<file path="config.mk">
export PLATFORM = sky130hd
export DESIGN_NAME = wccvs_ram
export DESIGN_NICKNAME = d
export VERILOG_FILES = /design/src/rtl/core/wccvs_ram.sv
export SDC_FILE = /design/constraint.sdc
export NUM_CORES = 1
export LEC_CHECK = 0
export BUFFER_PORTS_ARGS = -buffer_cell sky130_fd_sc_hd__buf_4
export CORE_MARGIN = 8
export CORE_UTILIZATION = 40
export CTS_CLUSTER_SIZE = 20
export DETAILED_ROUTE_END_ITERATION = 8
export PLACE_DENSITY_LB_ADDON = 0.12
export RECOVER_POWER = 50
export SLEW_MARGIN = 20
export SYNTH_ARGS = -nofsm -noshare
export SYNTH_HDL_FRONTEND = slang
export SYNTH_SLANG_ARGS = --single-unit
export TNS_END_PERCENT = 20
</file>
<file path="constraint.sdc">
create_clock -name i_clk -period 3.7 [get_ports i_clk]
set_input_delay 0.37 -clock i_clk [delete_from_list [all_inputs] [get_ports i_clk]]
set_output_delay 0.37 -clock i_clk [all_outputs]
set_load 0.005 [all_outputs]
</file>
<file path="src/rtl/core/wccvs_ram.sv">
`timescale 1ns / 1ps
// ---------------------------------------------------------------------------
// wccvs_ram - generic single port RAM
// One access per cycle: an optional write and a read, registered read data.
// ---------------------------------------------------------------------------
module wccvs_ram #(
    parameter int unsigned WIDTH = 8,
    parameter int unsigned DEPTH = 16
) (
    input  logic                     i_clk,
    input  logic                     i_we,
    input  logic [$clog2(DEPTH)-1:0] i_addr,
    input  logic [WIDTH-1:0]         i_wdata,
    output logic [WIDTH-1:0]         o_rdata
);
    logic [WIDTH-1:0] r_mem [DEPTH];
    logic [WIDTH-1:0] r_rdata;

    always_ff @(posedge i_clk) begin
        if (i_we) begin
            r_mem[i_addr] <= i_wdata;
        end
        r_rdata <= r_mem[i_addr];
    end

    assign o_rdata = r_rdata;
endmodule

</file>
==> results of run 1 <==
[synthesized netlist by cell type]
cell	instances
nand2_1	9
nand3_1	1
mux4_2	32
dfxtp_1	8
and2_1	1
nor3_1	4
clkbuf_1	2
or3b_2	1
nor2b_1	2
edfxtp_1	128
nor2_1	13
buf_6	2
a22oi_1	16
buf_2	2
nand3b_1	2
clkbuf_2	1
buf_1	4
nand2b_1	2
[cells by family (layout without fill, tap and decap cells)]
group                  after synthesis  count (layout)  share of synthesized area [%]
DFF                                136             136                           79.0
and+or+nand+nor                     35              35                           3.21
muxes                               32              32                           14.2
AOI/OAI and AO/OA                   16              16                           2.37
buffers and inverters               11              57                           1.19
[stage by stage]
step / cells / util, % / power (mW) / hold WS (ns)
finish: 448 / 47.6 / 3.56 / 0.545
global route: 448 / 47.6 / 3.66 / 0.560
CTS: 448 / 47.9 / 3.59 / 0.295
detailed placement: 416 / 43.2 / 1.94 / 0.661
global placement: 416 / 43.2 / 1.93 / 0.663
floorplan: 230 / - / 1.85 / 0.469
[cell type report]
cell class              instances  area [sq um]
repair buffers                 25           151
clock inverters                10           125
flip-flops and latches        136          4000
clock buffers                  22           464
multi-input cells              83          1000
fillers                      1059          6550
well taps                     172           215
[power groups by stage]
stage / registers, mW / logic (mW) / clock network, mW
5_1_grt: 1.74 / 0.177 / 1.75
3_5_place_dp: 1.76 / 0.172 / 0
2_1_floorplan: 1.76 / 0.0887 / 0
3_3_place_gp: 1.76 / 0.171 / 0
4_1_cts: 1.73 / 0.172 / 1.69
6_report: 1.73 / 0.162 / 1.66
[registers in the layout, summed over array words and instances (netlist names)]
name	count
o_rdata	8
r_mem	128
[worst min path at each step]
stage | start | endpoint | slack [ns] | cells past startpoint
2_1_floorplan | i_wdata[0] | r_mem[0][0]$_DFFE_PP_ | 0.47 | 0
3_3_place_gp | r_mem[14][1]$_DFFE_PP_ | o_rdata[1]$_DFF_P_ | 0.66 | 3
3_5_place_dp | r_mem[12][4]$_DFFE_PP_ | o_rdata[4]$_DFF_P_ | 0.66 | 3
4_1_cts | i_wdata[0] | r_mem[7][0]$_DFFE_PP_ | 0.30 | 1
5_1_grt | i_addr[2] | o_rdata[2]$_DFF_P_ | 0.56 | 4
6_report | i_addr[2] | o_rdata[2]$_DFF_P_ | 0.54 | 4
[routing by layer]
metal  vias to the layer above  GRT usage, %  wire [microns]  share of wire, %
li1                       1027             -               -                 -
met4                         0          4.98             106               1.0
met3                         8          4.26             540               5.3
met5                         -             0               0                 0
met1                      1181          16.8            4470                44
met2                        61          20.8            5020                50
[worst register-to-register path, cell delays in order (launching register included)]
cell	delay [ns]
edfxtp_1	0.38
mux4_2	0.47
a22oi_1	0.38
nand2_1	0.09
==> impl_metrics.tcl, run 1 <==
set metrics [dict create \
    fmax_mhz 411 \
    clock-root-buffer "clkbuf_16" \
    overflow 0 \
    status "completed" \
    finalCritPeriodShare_pct 65.7 \
    clk_latency_ns 0.40 \
    yosysTopAreaCell "edfxtp_1" \
    ys_seq_elements 136 \
    cellPowerDensity_mw_per_mm2 596 \
    drt_first_pass_iters 4 \
    crit_family "simple AND/OR/NAND/NOR gates" \
    htree_levels 4 \
    pre_cts_slack_ns 1.37 \
    skew_ns 0.00483 \
    diodes 0 \
    antenna_found_initial 0 \
    vias 2277 \
    rrSetupSlack_ns 2.27 \
    cp_data_required_time_ns 3.73 \
    p_seq_share_pct 48.7 \
    routed_wl_microns 10100 \
    cts_resized 0 \
    netlist_area_sq_mm 0.00507 \
    start_util_pct 40.5 \
    slew_violations 0 \
    crit_chain "clkbuf_2 > nand2_1 > nor2_1" \
    cp-end-kind "flop" \
    rsz0062_at_grt "false" \
    grt_pass1_vias 2378 \
    relSlewSlack_pct 6.05 \
    fin_ws_ns 1.27 \
    synthCells 230 \
    design_area_sq_mm 0.00596 \
    cts.reportedPaths.clkPinSlew_ns 0.05 \
    post-route-drc-count 0 \
    io_pins 22 \
    tightest_slew_ns 1.41 \
    cp_slowest_cell "clkbuf_2" \
    ys_seq_area_share_pct 79.0 \
    reg2reg_depth 3 \
    cts_buffers 17 \
    comb_power_share_pct 4.6 \
    r2r-end "o_rdata[2]$_DFF_P_" \
    leakage_nw 1.91 \
    critPathMaxFanout 39 \
    hold_path_class "input pin to flop" \
    place_area_sq_mm 0.00541 \
    fp.dieH_microns 129 \
    die_area_sq_mm 0.0165 \
    peakVddDrop_uv 265 \
    cp-endpoint "r_mem[15][0]$_DFFE_PP_" \
    cts.sinks 136 \
    routedWlPerCell_microns 22.6 \
    synth.area.top_cells "edfxtp_1, mux4_2, dfxtp_1" \
    grt_pass1_wl_microns 14900 \
    maxCapViolations 0 \
    syn_avg_cell_area_sq_um 22.0 \
    final_cell_mix "edfxtp_1, mux4_2, clkbuf_16, a22oi_1, nor2_1" \
    p_sw_mw 0.679 \
    fin_setup_tns_ns 0 \
    core_area_sq_mm 0.0125 \
    final_common_cell "edfxtp_1" \
    yosys_warnings 0 \
    clkPwrFrac_pct 46.7 \
    cell_internal_pwr_mw 2.88 \
    ant_nets 0 \
    drt-vias-per-instance 5.08 \
    grt_max_degree 40 \
    regToRegStartpoint "r_mem[0][2]$_DFFE_PP_" \
    post_cts_buffers 0 \
    cpPeakStageDelay_ns 1.01 \
    drive_gt1_share_pct 27.5 \
    hold_viol 0 \
    setup_viol 0 \
    dpl.hpwl_microns 6160 \
    crit_path_start "i_addr[0]" \
    syn_nets 244 \
    cp.depth 3 \
    synth_cell_types 18 \
    fin_crit_ns 2.43 \
    tritoncts "yes" \
    drtIter0Drc 236 \
    worst-path-buf-inv 1 \
    switching_share_pct 19.1 \
    yosysTopAreaCellShare_pct 75.9 \
    fin_nets 277 \
    critPathLaunchType "input pin" \
    port_buffers 21 \
    holdBufCountCts 0 \
    grt_usage_pct 13.2 \
    cp_data_arrival_time_ns 2.47 \
    syn_to_final_growth_pct 17.7 \
    rows 41 \
    chipWidth_microns 129 \
    gp_congestion 0.712 \
    cts_buffer_depth 2 \
    crit_type "input pin to flop" \
]
Power figures use the tool's default switching activity.
==> run 2, diff against run 1 <==
==> constraint.sdc (replaced) <==
create_clock -name i_clk -period 2.06 [get_ports i_clk]
set_input_delay 0.206 -clock i_clk [delete_from_list [all_inputs] [get_ports i_clk]]
set_output_delay 0.206 -clock i_clk [all_outputs]
set_load 0.005 [all_outputs]
==> run 2 against run 1 <==
Against the previous run:
- register-to-register slack got worse by 1.6 ns
- core utilization rose by 1.4 points
- total power rose by 77%
- non-clock buffer count rose by 25
- global-route usage rose by 0.56 points
- sequential share of layout area fell by 2.0 points
- wire length rose by 1.8%
- clock skew rose by 0.0039 ns
- setup slack got worse by 0.60 ns
- largest power group unchanged
==> impl_metrics.tcl, run 2 (synthesis results as in run 1) <==
set metrics [dict create \
    drtIter0Drc 206 \
    largest_reg_flops 128 \
    fp.dieH_microns 129 \
    drt_first_pass_iters 4 \
    final_common_cell "edfxtp_1" \
    fin_setup_tns_ns 0 \
    finalCritPeriodShare_pct 67.8 \
    power.total_mw 6.30 \
    port_buffers 21 \
    clkPwrFrac_pct 45.9 \
    cp-end-kind "flop" \
    crit_type "flop to flop" \
    gp_congestion 0.694 \
    fmax_mhz 716 \
    leakage_nw 2.03 \
    fin_nets 302 \
    peakVddDrop_uv 504 \
    maxCapViolations 0 \
    cts.sinks 136 \
    vias 2401 \
    setup_viol 0 \
    switching_share_pct 19.5 \
    syn_to_final_growth_pct 21.2 \
    antenna_found_initial 0 \
    cts_resized 0 \
    fin_crit_ns 1.40 \
    regMostFlops "r_mem" \
    start_util_pct 40.5 \
    overflow 0 \
    routed_wl_microns 10300 \
    grt_max_degree 40 \
    dpl.hpwl_microns 6520 \
    final_cell_mix "edfxtp_1, buf_4, mux4_2, clkbuf_16, a22oi_1" \
    p_seq_share_pct 49.4 \
    top_layer "met4" \
    core_area_sq_mm 0.0125 \
    holdBufCountCts 0 \
    grt_usage_pct 13.8 \
    n_fill_cell 1068 \
    m1WireLength_microns 4770 \
    multiInputGateArea_sq_mm 0.00100 \
    wl_met3_microns 357 \
    post-route-drc-count 0 \
    cts_buffers 17 \
    cp_data_arrival_time_ns 1.69 \
    clock-root-buffer "clkbuf_16" \
    tritoncts "yes" \
    htree_levels 4 \
    diodes 0 \
    critPathLaunchType "flop" \
    routedWlPerCell_microns 21.8 \
    hold_path_class "input pin to flop" \
    drive_gt1_share_pct 33.2 \
    status "completed" \
    register_area_sq_mm 0.00400 \
    chipWidth_microns 129 \
    relSlewSlack_pct 49.9 \
    cell_internal_pwr_mw 5.07 \
    clk_latency_ns 0.41 \
    io_pins 22 \
    cts.reportedPaths.clkPinSlew_ns 0.06 \
    grt_pass1_wl_microns 15900 \
    wl_met2_microns 5030 \
    slew_violations 0 \
    cts_buffer_depth 2 \
    drt-vias-per-instance 5.08 \
    post_cts_buffers 0 \
    critPathMaxFanout 1 \
    cellPowerDensity_mw_per_mm2 1030 \
    cp_data_required_time_ns 2.35 \
    comb_power_share_pct 4.7 \
    die_area_sq_mm 0.0165 \
    tightest_slew_ns 0.752 \
    p_sw_mw 1.23 \
    ant_nets 0 \
    skew_ns 0.00869 \
    hold_viol 0 \
    grt_pass1_vias 2584 \
    rows 41 \
    rsz0062_at_grt "false" \
]
-- run 2: changes by cell type in the layout (fill, tap and decap cells not counted) --
cell / previous run / this run
buf_12: 0 / 1
buf_4: 12 / 35
bufinv_16: 3 / 1
clkbuf_1: 12 / 15
clkbuf_2: 1 / 0
clkbuf_4: 3 / 1
clkbuf_8: 2 / 6
clkinv_1: 2 / 0
clkinv_4: 0 / 1
-- run 2: power by group through the flow --
stage                     clock network (mW)  registers [mW]  logic, mW
after floorplan                            0            3.17      0.159
after global placement                     0            3.17      0.315
after detailed placement                   0            3.17      0.318
after CTS                               2.96            3.11      0.320
after global routing                    3.07            3.12      0.327
final                                   2.89            3.11      0.296
-- run 2: layer usage --
layer | vias to the layer above | global-route usage [%]
met2 | 46 | 21.2
met5 | - | 0
met4 | 0 | 7.05
met1 | 1267 | 17.7
met3 | 10 | 3.64
li1 | 1078 | -
-- run 2: cell type report --
type	count	share of cell area [%]
sequential	136	65.2
multi-input combinational	83	16.3
clock buffer	25	8.39
timing repair buffer	50	5.52
tap	172	3.50
clock inverter	7	1.08
-- run 2: worst max-delay path: stages, from the launching register on --
cell	delay, ns
edfxtp_1	0.37
mux4_2	0.47
a22oi_1	0.35
nand2_1	0.09
-- run 2: per-stage QoR --
step	utilization [%]	cells	setup slack [ns]	hold slack [ns]	area [sq um]
3_5_place_dp	44.8	441	0.193	0.527	5610
5_1_grt	49.1	473	0.523	0.314	6140
2_1_floorplan	-	230	0.361	0.305	5070
4_1_cts	49.5	473	0.640	0.0887	6190
3_3_place_gp	44.8	441	0.231	0.522	5610
6_report	49.1	473	0.663	0.325	6140
-- run 2: final timing paths --
| check | startpoint | to | slack, ns | cells past startpoint |
|---|---|---|---|---|
| max | r_mem[3][3]$_DFFE_PP_ | o_rdata[3]$_DFF_P_ | 0.66 | 3 |
| max reg2reg | r_mem[3][3]$_DFFE_PP_ | o_rdata[3]$_DFF_P_ | 0.66 | 3 |
| min | i_wdata[0] | r_mem[7][0]$_DFFE_PP_ | 0.33 | 1 |
| min reg2reg | r_mem[15][1]$_DFFE_PP_ | o_rdata[1]$_DFF_P_ | 0.68 | 3 |
