===== src/rtl/core/wccvs_div.sv =====
`timescale 1ns / 1ps
// ---------------------------------------------------------------------------
// wccvs_div - radix-2 restoring divider
// Quotient of a 16-bit fraction: (num << 16) / den, num <= den, one bit a
// cycle, the integer bit first and then 16 fraction bits.
// ---------------------------------------------------------------------------
module wccvs_div #(
    parameter int unsigned DW = 32
) (
    input  logic          i_clk,
    input  logic          i_rst_n,
    input  logic          i_start,
    input  logic [DW-1:0] i_num,
    input  logic [DW-1:0] i_den,
    output logic          o_done,
    output logic [16:0]   o_quot
);
    logic [DW:0]   r_rem;
    logic [DW-1:0] r_den;
    logic [16:0]   r_quot;
    logic [4:0]    r_cnt;
    logic          r_busy;
    logic          r_done;
    logic [DW+1:0] n_try;

    assign n_try = {r_rem, 1'b0} - {2'b00, r_den};

    always_ff @(posedge i_clk) begin
        if (!i_rst_n) begin
            r_busy <= 1'b0;
            r_done <= 1'b0;
            r_cnt  <= '0;
        end else begin
            r_done <= 1'b0;
            if (i_start) begin
                r_busy <= 1'b1;
                r_cnt  <= '0;
                r_rem  <= {1'b0, i_num};
                r_den  <= i_den;
                r_quot <= '0;
            end else if (r_busy) begin
                // first step takes the integer bit, then 16 fraction bits
                if (r_cnt == 5'd0) begin
                    if ({1'b0, r_rem} >= {2'b00, r_den}) begin
                        r_rem  <= r_rem - {1'b0, r_den};
                        r_quot <= 17'd1;
                    end
                end else if (!n_try[DW+1]) begin
                    r_rem  <= n_try[DW:0];
                    r_quot <= {r_quot[15:0], 1'b1};
                end else begin
                    r_rem  <= {r_rem[DW-1:0], 1'b0};
                    r_quot <= {r_quot[15:0], 1'b0};
                end
                r_cnt <= r_cnt + 5'd1;
                if (r_cnt == 5'd16) begin
                    r_busy <= 1'b0;
                    r_done <= 1'b1;
                end
            end
        end
    end

    assign o_done = r_done;
    assign o_quot = r_quot;
endmodule


===== config.mk =====
export PLATFORM = sky130hd
export DESIGN_NAME = wccvs_div
export DESIGN_NICKNAME = d
export VERILOG_FILES = /design/src/rtl/core/wccvs_div.sv
export SDC_FILE = /design/constraint.sdc
export NUM_CORES = 1
export LEC_CHECK = 0
export ABC_CLOCK_PERIOD_IN_PS = 7350
export BUFFER_PORTS_ARGS = -buffer_cell sky130_fd_sc_hd__buf_2
export CORE_UTILIZATION = 60
export CTS_CLUSTER_SIZE = 16
export DETAILED_ROUTE_END_ITERATION = 8
export PLACE_DENSITY = 0.82
export SLEW_MARGIN = 20
export SYNTH_ARGS = -nofsm -noshare
export SYNTH_HDL_FRONTEND = slang
export SYNTH_SLANG_ARGS = --single-unit

===== constraint.sdc =====
create_clock -name i_clk -period 7.35 [get_ports i_clk]
set_input_delay 0.3675 -clock i_clk [delete_from_list [all_inputs] [get_ports i_clk]]
set_output_delay 0.3675 -clock i_clk [all_outputs]
set_load 0.02 [all_outputs]

==> results.py, run 1 <==
metrics = {
    "status": {
        "violations": "DRC",
        "status": "finished, violations left",
    },
    "worst_setup_path": {
        "cp-start-kind": "flip-flop",
        "cp_max_fo": 23,
        "cp.arrival_ps": 4450,
        "critPathCapture": "o_quot[3]",
        "worstPathRequired_ps": 7380,
        "r2r_setup_slack_ps": 2930,
        "critPathLaunch": "r_rem[8]",
        "endpoint_kind": "flip-flop",
        "rr_endpoint": "o_quot[3]",
        "worstSetupPathType": "reg2reg",
        "r2r-start": "r_rem[8]",
        "r2r_cells": 11,
    },
    "min_path": {
        "hold_depth": 1,
        "min_path_type": "in2reg",
    },
    "global_route": {
        "use_met3_pct": 7.83,
        "grt_pass1_wl_um": 30500,
        "busiest_layer": "met2",
        "grt_use_total_pct": 31.6,
        "antenna_found_initial": 0,
        "globalRouteOverflowTotal": 0,
        "grt_max_degree": 30,
        "grt_use_met1_pct": 39.5,
        "grt_pass1_vias": 6201,
        "grt_use_met2_pct": 51.2,
    },
    "timing": {
        "clock.fmax_mhz": 226,
        "rsz0062_at_grt": "no",
        "hold_violations": 0,
        "setup_violations": 0,
        "fin_worst_skew_ps": 10.5,
        "layout_setup_ws_ps": 2930,
        "period_share_pct": 60.2,
        "finalSetupTns_ps": 0,
        "fin_crit_ps": 4420,
        "maxSlewHeadroom_pct": 31.1,
        "slew_violations": 0,
        "tightest_slew_ps": 1030,
    },
    "die": {
        "coreArea_um2": 11600,
        "die-area_um2": 12600,
        "die_w_um": 112,
        "rows": 39,
        "die_y_um": 112,
        "start_util_pct": 62.9,
        "pin_count": 85,
    },
    "place": {
        "place_congestion": 1.05,
        "portBuffers": 84,
        "dpl.hpwl_um": 14500,
        "place_inst": 976,
        "pre_cts_slack_ps": 2620,
    },
    "route": {
        "vias_per_cell": 6.46,
        "wl_per_cell_um": 19.6,
        "first_pass_iters": 7,
        "route.detailed.drc": 4,
        "drt-initial-drc-count": 620,
        "antenna_left": 0,
        "wl_um": 19400,
        "vias": 6410,
    },
    "synth": {
        "synth_fp_nets": 905,
        "synth_cells": 771,
        "async_flop_share_pct": 0,
        "yosysUniqueCellTypes": 78,
        "ys_warn_count": 0,
        "ys_seq_elements": 89,
        "syn_avg_cell_area_um2": 9.47,
        "synth-main-ff-cell": "edfxtp_1",
        "yosysSeqAreaShare_pct": 35.6,
        "syn_area_um2": 7300,
        "synth-edff-count": 82,
    },
    "clock_network": {
        "ctsLongestPathBuffers": 2,
        "htreeDepth": 3,
        "cts_tree": "done",
        "clkSlewWorstSetupHoldPaths_ps": 70,
        "clock_sinks": 89,
        "clockRootBuffer": "clkbuf_16",
        "ctsHoldBuffers": 0,
        "ctsResizeCount": 0,
        "clk_latency_ps": 360,
        "cts_buffers": 9,
        "post_cts_buffers": 0,
    },
    "finish": {
        "antenna_cells": 0,
        "fill_cells": 923,
        "layout-drive-gt1-share_pct": 15.9,
        "area_growth_pct": 11.1,
        "layout.cells.non_filler": 993,
        "final_nets": 979,
    },
    "power_and_ir_drop": {
        "irDropWorstVdd_v": 0.000152,
        "cellLeakagePower_uw": 0.00348,
        "powerDensity_nw_per_um2": 223,
    },
    "job": {
        "drv_cap": 0,
    },
}
## report_power, final
part | switching (µW) | internal, µW | total, µW | leakage [µW]
Clock | 208 | 231 | 438 | 0.000138
Combinational | 433 | 301 | 734 | 0.00251
Sequential | 27.7 | 607 | 634 | 0.000832
## layer usage
layer	wire length (µm)	share of wire [%]
met1	8080	42
met2	9080	47
met3	1470	7.6
met4	780	4.0
met5	0	0
## metrics by stage
| stage | utilization (%) | hold WS, ps | area, µm² | total power [µW] |
|---|---|---|---|---|
| 4_1_cts | 69.7 | 169 | 8100 | 1800 |
| 6_report | 69.8 | 179 | 8110 | 1810 |
| 2_1_floorplan | - | 466 | 7300 | 1190 |
| 3_5_place_dp | 67.4 | 527 | 7830 | 1360 |
| 5_1_grt | 69.8 | 163 | 8110 | 1890 |
| 3_3_place_gp | 67.4 | 514 | 7830 | 1340 |
## critical path, cell delays in order, from the launching register on
cell and delay, ps:
edfxtp_1 430, ha_1 450, nand3_1 160, nor2_1 190, o211ai_1 180, a311oi_2 470
a31oi_4 170, o31ai_4 310, a311oi_2 190, or3_1 450, a31oi_4 660, buf_4 430
## synth_stat cells, drive strengths merged, types with 17 or more instances
cell	instances	area share, %
edfxtp	82	34
nand3	20	1.4
a21oi	79	5.5
nor2	51	2.7
inv	53	2.7
ha	65	11
o21ai	38	2.7
nand2	47	2.4
mux2i	29	4.0
xor2	21	2.5
xnor2	32	3.8
clkbuf	17	0.89
o22ai	18	1.5
a21o	26	2.7
and2	19	1.6
## cell type report
class	count	area (µm²)	share of cell area, %
clock buffer	10	229	2.82
inverter	53	199	2.45
timing repair buffer	91	480	5.92
sequential	89	2600	32.1
clock inverter	6	40.0	0.494
tap	143	179	2.21
multi-input combinational	601	4380	54.0
## how the worst min path moves through the flow
| stage | slack (ps) | end | from |
|---|---|---|---|
| 2_1_floorplan | 470 | r_den[0] | i_den[0] |
| 3_3_place_gp | 510 | o_done | r_cnt[4] |
| 3_5_place_dp | 530 | o_done | r_cnt[4] |
| 4_1_cts | 170 | r_den[31] | i_den[31] |
| 5_1_grt | 160 | r_den[31] | i_den[31] |
| 6_report | 180 | r_den[31] | i_den[31] |
## placed cells by master (no fill, tap or decap), drive strengths merged, types with 21 or more instances in the layout
cell / netlist / routed
ha: 65 / 65
edfxtp: 82 / 82
o21ai: 38 / 38
a21oi: 79 / 79
buf: 11 / 91
mux2i: 29 / 29
inv: 53 / 57
a21o: 26 / 26
nor2: 51 / 51
xnor2: 32 / 32
nand2: 47 / 47
xor2: 21 / 21
## cells by family (layout without fill, tap and decap cells)
family,count (synthesis),count (layout),share of synthesized area [%]
AO/OA/AOI/OAI,252,252,24.0
XOR/XNOR,53,53,6.36
adder cells (fa/ha/maj),67,67,11.7
buffers and inverters,81,160,4.58
flip-flops,89,89,35.6
multiplexers,30,30,4.13
AND/OR/NAND/NOR,199,199,13.6
## flip-flops by register name (all words and copies together) (netlist names)
signal	flops
r_busy	1
o_done	1
r_cnt	5
r_den	32
r_rem	33
o_quot	17
(Power assumes the default switching activity.)
==> run 2, diff against run 1 <==
--- a/config.mk
+++ b/config.mk
@@ -5,7 +5,7 @@
 export SDC_FILE = /design/constraint.sdc
 export NUM_CORES = 1
 export LEC_CHECK = 0
-export ABC_CLOCK_PERIOD_IN_PS = 7350
+export ABC_CLOCK_PERIOD_IN_PS = 4300
 export BUFFER_PORTS_ARGS = -buffer_cell sky130_fd_sc_hd__buf_2
 export CORE_UTILIZATION = 60
 export CTS_CLUSTER_SIZE = 16
==> constraint.sdc (replaced) <==
create_clock -name i_clk -period 4.3 [get_ports i_clk]
set_input_delay 0.215 -clock i_clk [delete_from_list [all_inputs] [get_ports i_clk]]
set_output_delay 0.215 -clock i_clk [all_outputs]
set_load 0.02 [all_outputs]
==> results.py, run 2 (synthesized netlist as in run 1, its figures left out) <==
metrics = {
    "place": {
        "pre_cts_slack_ps": 389,
        "dpl.hpwl_um": 14600,
        "portBuffers": 84,
        "place_congestion": 0.979,
    },
    "worst_setup_path": {
        "slowest_delay_ps": 460,
        "cp_max_fo": 34,
        "cp-start-kind": "flip-flop",
        "cp.arrival_ps": 3950,
        "r2r_cells": 11,
        "worstPathRequired_ps": 4300,
        "worstSetupPathType": "reg2reg",
        "crit_chain": "ha_1, nand3_1, nor2_1, o211ai_1, a311oi_2, a31oi_4, o31ai_4, a311oi_2, or3_1, a31oi_4, buf_4",
        "endpoint_kind": "flip-flop",
        "cp_slowest_cell": "ha_1",
    },
    "power_and_ir_drop": {
        "cellLeakagePower_uw": 0.00348,
        "p_seq_share_pct": 35.0,
        "pwr-share-comb_pct": 40.7,
        "powerDensity_nw_per_um2": 382,
        "p_int_uw": 1950,
        "p_sw_uw": 1150,
        "irDropWorstVdd_v": 0.000284,
        "p_sw_share_pct": 37.0,
        "clock_power_share_pct": 24.3,
    },
    "clock_network": {
        "clk_latency_ps": 360,
        "ctsResizeCount": 0,
        "clock_sinks": 89,
        "cts_buffers": 9,
        "ctsHoldBuffers": 0,
        "cts_tree": "done",
        "htreeDepth": 3,
        "post_cts_buffers": 0,
        "clkSlewWorstSetupHoldPaths_ps": 70,
        "clockRootBuffer": "clkbuf_16",
        "ctsLongestPathBuffers": 2,
    },
    "route": {
        "antenna_left": 0,
        "vias_per_cell": 6.50,
        "wl_um": 19500,
        "first_pass_iters": 8,
        "wl_met2_um": 9040,
        "vias": 6457,
        "drt-initial-drc-count": 731,
        "wl_met1_um": 8310,
        "top_layer_used": "met4",
        "wl_met3_um": 1600,
        "route.detailed.drc": 3,
        "wl_per_cell_um": 19.6,
    },
    "finish": {
        "final_cell_mix": "84 x buf_2, 82 x edfxtp_1, 78 x a21oi_1",
        "final_nets": 980,
        "antenna_cells": 0,
        "largest_reg_flops": 33,
        "area_growth_pct": 11.3,
        "fill_cells": 927,
        "regMostFlops": "r_rem",
        "final_common_cell": "buf_2",
        "final_util_pct": 70.0,
        "layout-drive-gt1-share_pct": 16.0,
    },
    "status": {
        "violations": "DRC",
        "status": "finished, violations left",
    },
    "min_path": {
        "hold_depth": 1,
        "min_path_type": "in2reg",
    },
    "timing": {
        "period_share_pct": 91.9,
        "hold_violations": 0,
        "finalSetupTns_ps": 0,
        "clock.fmax_mhz": 253,
        "tightest_slew_ps": 976,
        "slew_violations": 0,
        "maxSlewHeadroom_pct": 34.9,
        "fin_crit_ps": 3950,
        "setup_violations": 0,
        "rsz0062_at_grt": "no",
        "layout_setup_ws_ps": 349,
        "fin_worst_skew_ps": 7.48,
    },
    "global_route": {
        "globalRouteOverflowTotal": 0,
        "antenna_found_initial": 0,
        "grt_pass1_wl_um": 31600,
        "grt_max_degree": 35,
        "grt_pass1_vias": 6449,
        "grt_use_total_pct": 31.9,
    },
    "die": {
        "pin_count": 85,
        "rows": 39,
        "start_util_pct": 62.9,
        "die_w_um": 112,
        "coreArea_um2": 11600,
        "die_y_um": 112,
        "die-area_um2": 12600,
    },
    "job": {
        "drv_cap": 0,
    },
}
[run 2: critical path, delay by kind of cell, from the launching register on]
| family | cells | cell delay [ps] |
|---|---|---|
| AOI/OAI and AO/OA | 6 | 1460 |
| and+or+nand+nor | 3 | 770 |
| adders and majority gates | 1 | 460 |
| buffers and inverters | 1 | 460 |
| DFF | 1 | 430 |
[run 2: layer usage]
| layer | vias to the layer above | track usage (%) |
|---|---|---|
| met3 | 46 | 5.45 |
| met1 | 3038 | 42.6 |
| met5 | - | 0 |
| met2 | 321 | 51.6 |
| met4 | 0 | 13.2 |
| li1 | 3052 | - |
[run 2: path summary, 6_finish.rpt]
path,start,to,slack (ps)
hold reg to reg,o_quot[7],o_quot[8],550
setup / recovery,r_rem[8],r_rem[9],350
setup reg to reg,r_rem[8],r_rem[9],350
hold / removal,i_den[3],r_den[3],30
[run 2: power by group through the flow]
stage	registers [µW]	clock network [µW]	logic, µW
6_report	1090	754	1260
5_1_grt	1090	777	1370
4_1_cts	1080	753	1230
3_5_place_dp	1100	0	1220
3_3_place_gp	1100	0	1190
2_1_floorplan	1100	0	940
[run 2: stage by stage]
stage / hold slack (ps) / total power (µW) / instances / cell area [µm²]
2_1_floorplan: 314 / 2040 / 771 / 7320
3_3_place_gp: 391 / 2280 / 978 / 7860
3_5_place_dp: 393 / 2320 / 978 / 7860
4_1_cts: 23.3 / 3070 / 994 / 8130
5_1_grt: 23.1 / 3240 / 994 / 8130
6_report: 27.0 / 3100 / 994 / 8130
[run 2: cell type report]
cell class	instances	area, µm²	area share, %
clock buffer	10	229	2.82
clock inverter	6	45.0	0.554
inverter	53	199	2.45
multi-input combinational	601	4380	53.9
sequential	89	2600	32.0
tap	143	179	2.20
timing repair buffer	92	493	6.06
==> run 3, diff against run 2 <==
--- a/config.mk
+++ b/config.mk
@@ -15,3 +15,4 @@
 export SYNTH_ARGS = -nofsm -noshare
 export SYNTH_HDL_FRONTEND = slang
 export SYNTH_SLANG_ARGS = --single-unit
+export TNS_END_PERCENT = 5
==> constraint.sdc (replaced) <==
create_clock -name i_clk -period 4.3 [get_ports i_clk]
set_input_delay 1.075 -clock i_clk [delete_from_list [all_inputs] [get_ports i_clk]]
set_output_delay 1.075 -clock i_clk [all_outputs]
set_load 0.02 [all_outputs]
==> results.py, run 3 (synthesized netlist as in run 1, its figures left out) <==
metrics = {
    "worst_setup_path": {
        "worstPathRequired_ps": 4310,
        "endpoint_kind": "flip-flop",
        "cp.arrival_ps": 3940,
        "cp_slowest_cell": "ha_1",
        "worstSetupPathType": "reg2reg",
        "cp_max_fo": 34,
        "r2r_cells": 11,
        "cp-start-kind": "flip-flop",
        "slowest_delay_ps": 460,
        "crit_chain": "ha_1, nand3_1, nor2_1, o211ai_1, a311oi_2, a31oi_4, o31ai_4, a311oi_2, or3_1, a31oi_4, buf_4",
    },
    "route": {
        "vias_per_cell": 6.50,
        "vias": 6459,
        "route.detailed.drc": 3,
        "first_pass_iters": 8,
        "wl_per_cell_um": 19.7,
        "wl_um": 19600,
        "drt-initial-drc-count": 797,
        "antenna_left": 0,
    },
    "timing": {
        "fin_crit_ps": 3930,
        "fin_worst_skew_ps": 10.4,
        "rsz0062_at_grt": "no",
        "tightest_slew_ps": 914,
        "period_share_pct": 91.4,
        "finalSetupTns_ps": 0,
        "maxSlewHeadroom_pct": 39.0,
        "slew_violations": 0,
        "hold_violations": 0,
        "clock.fmax_mhz": 254,
        "setup_violations": 0,
    },
    "place": {
        "dpl.hpwl_um": 14600,
        "portBuffers": 84,
        "place_inst": 978,
        "place_congestion": 0.982,
    },
    "clock_network": {
        "clk_latency_ps": 360,
        "ctsLongestPathBuffers": 2,
        "ctsHoldBuffers": 0,
        "cts_buffers": 9,
        "clkSlewWorstSetupHoldPaths_ps": 70,
        "clock_sinks": 89,
        "ctsResizeCount": 0,
        "cts_tree": "done",
        "clockRootBuffer": "clkbuf_16",
        "htreeDepth": 3,
        "post_cts_buffers": 0,
    },
    "die": {
        "die-area_um2": 12600,
        "coreArea_um2": 11600,
        "rows": 39,
        "die_y_um": 112,
        "start_util_pct": 62.9,
        "pin_count": 85,
        "die_w_um": 112,
    },
    "global_route": {
        "grt_use_total_pct": 31.9,
        "grt_pass1_wl_um": 31400,
        "grt_pass1_vias": 6333,
        "antenna_found_initial": 0,
        "globalRouteOverflowTotal": 0,
        "grt_max_degree": 35,
    },
    "status": {
        "violations": "DRC",
        "status": "finished, violations left",
    },
    "finish": {
        "layout.cells.non_filler": 994,
        "largest_reg_flops": 33,
        "final_nets": 980,
        "area_growth_pct": 11.6,
        "final_common_cell": "buf_2",
        "final_cell_mix": "84 x buf_2, 82 x edfxtp_1, 78 x a21oi_1",
        "regMostFlops": "r_rem",
        "antenna_cells": 0,
        "layout-drive-gt1-share_pct": 16.1,
    },
    "min_path": {
        "hold_depth": 2,
        "min_path_type": "reg2reg",
    },
    "power_and_ir_drop": {
        "irDropWorstVdd_v": 0.000313,
        "powerDensity_nw_per_um2": 386,
        "cellLeakagePower_uw": 0.00349,
    },
    "job": {
        "drv_cap": 0,
    },
}
## run 3: report_power, final
part	total [µW]	switching, µW	leakage [µW]	internal, µW
Combinational	1260	743	0.00251	521
Clock	797	388	0.000145	409
Sequential	1080	48.4	0.000832	1040
Total	3150	1180	0.00349	1970
## run 3: cell type report
| type | count | area (µm²) |
|---|---|---|
| clock inverter | 7 | 66.3 |
| timing repair buffer | 92 | 493 |
| clock buffer | 9 | 225 |
| inverter | 53 | 199 |
| fill | 871 | 3470 |
| tap | 143 | 179 |
| multi-input combinational | 601 | 4380 |
| sequential | 89 | 2600 |
## run 3: final timing paths
check	from	endpoint	slack [ps]
worst max register to register	r_rem[8]	o_quot[16]	370
worst max-delay path	r_rem[8]	o_quot[16]	370
worst min-delay path	r_cnt[4]	o_done	540
worst min register to register	r_cnt[4]	o_done	540
## run 3: worst max-delay path: cells and delay by family, from the launching register on
kind,cells,cell delay [ps]
adders and majority gates,1,460
buffers and inverters,1,450
DFF,1,430
and+or+nand+nor,3,760
AOI/OAI and AO/OA,6,1450
## run 3: metal layers
metal	vias up	track usage [%]	part of all wire [%]
li1	3039	-	-
met1	3048	41.9	43
met2	322	52.0	47
met3	50	6.80	8.1
met4	0	11.9	2.6
met5	-	0	0
## run 3: stage by stage
| step | hold WS [ps] | cell area (µm²) | util (%) | setup slack (ps) | power, µW |
|---|---|---|---|---|---|
| final | 542 | 8150 | 70.1 | 369 | 3150 |
| after global routing | 566 | 8150 | 70.1 | 113 | 3290 |
| after CTS | 536 | 8150 | 70.1 | 363 | 3130 |
| after detailed placement | 521 | 7860 | 67.6 | 399 | 2330 |
| after global placement | 506 | 7860 | 67.6 | 553 | 2280 |
| after floorplan | 483 | 7320 | - | 365 | 2040 |
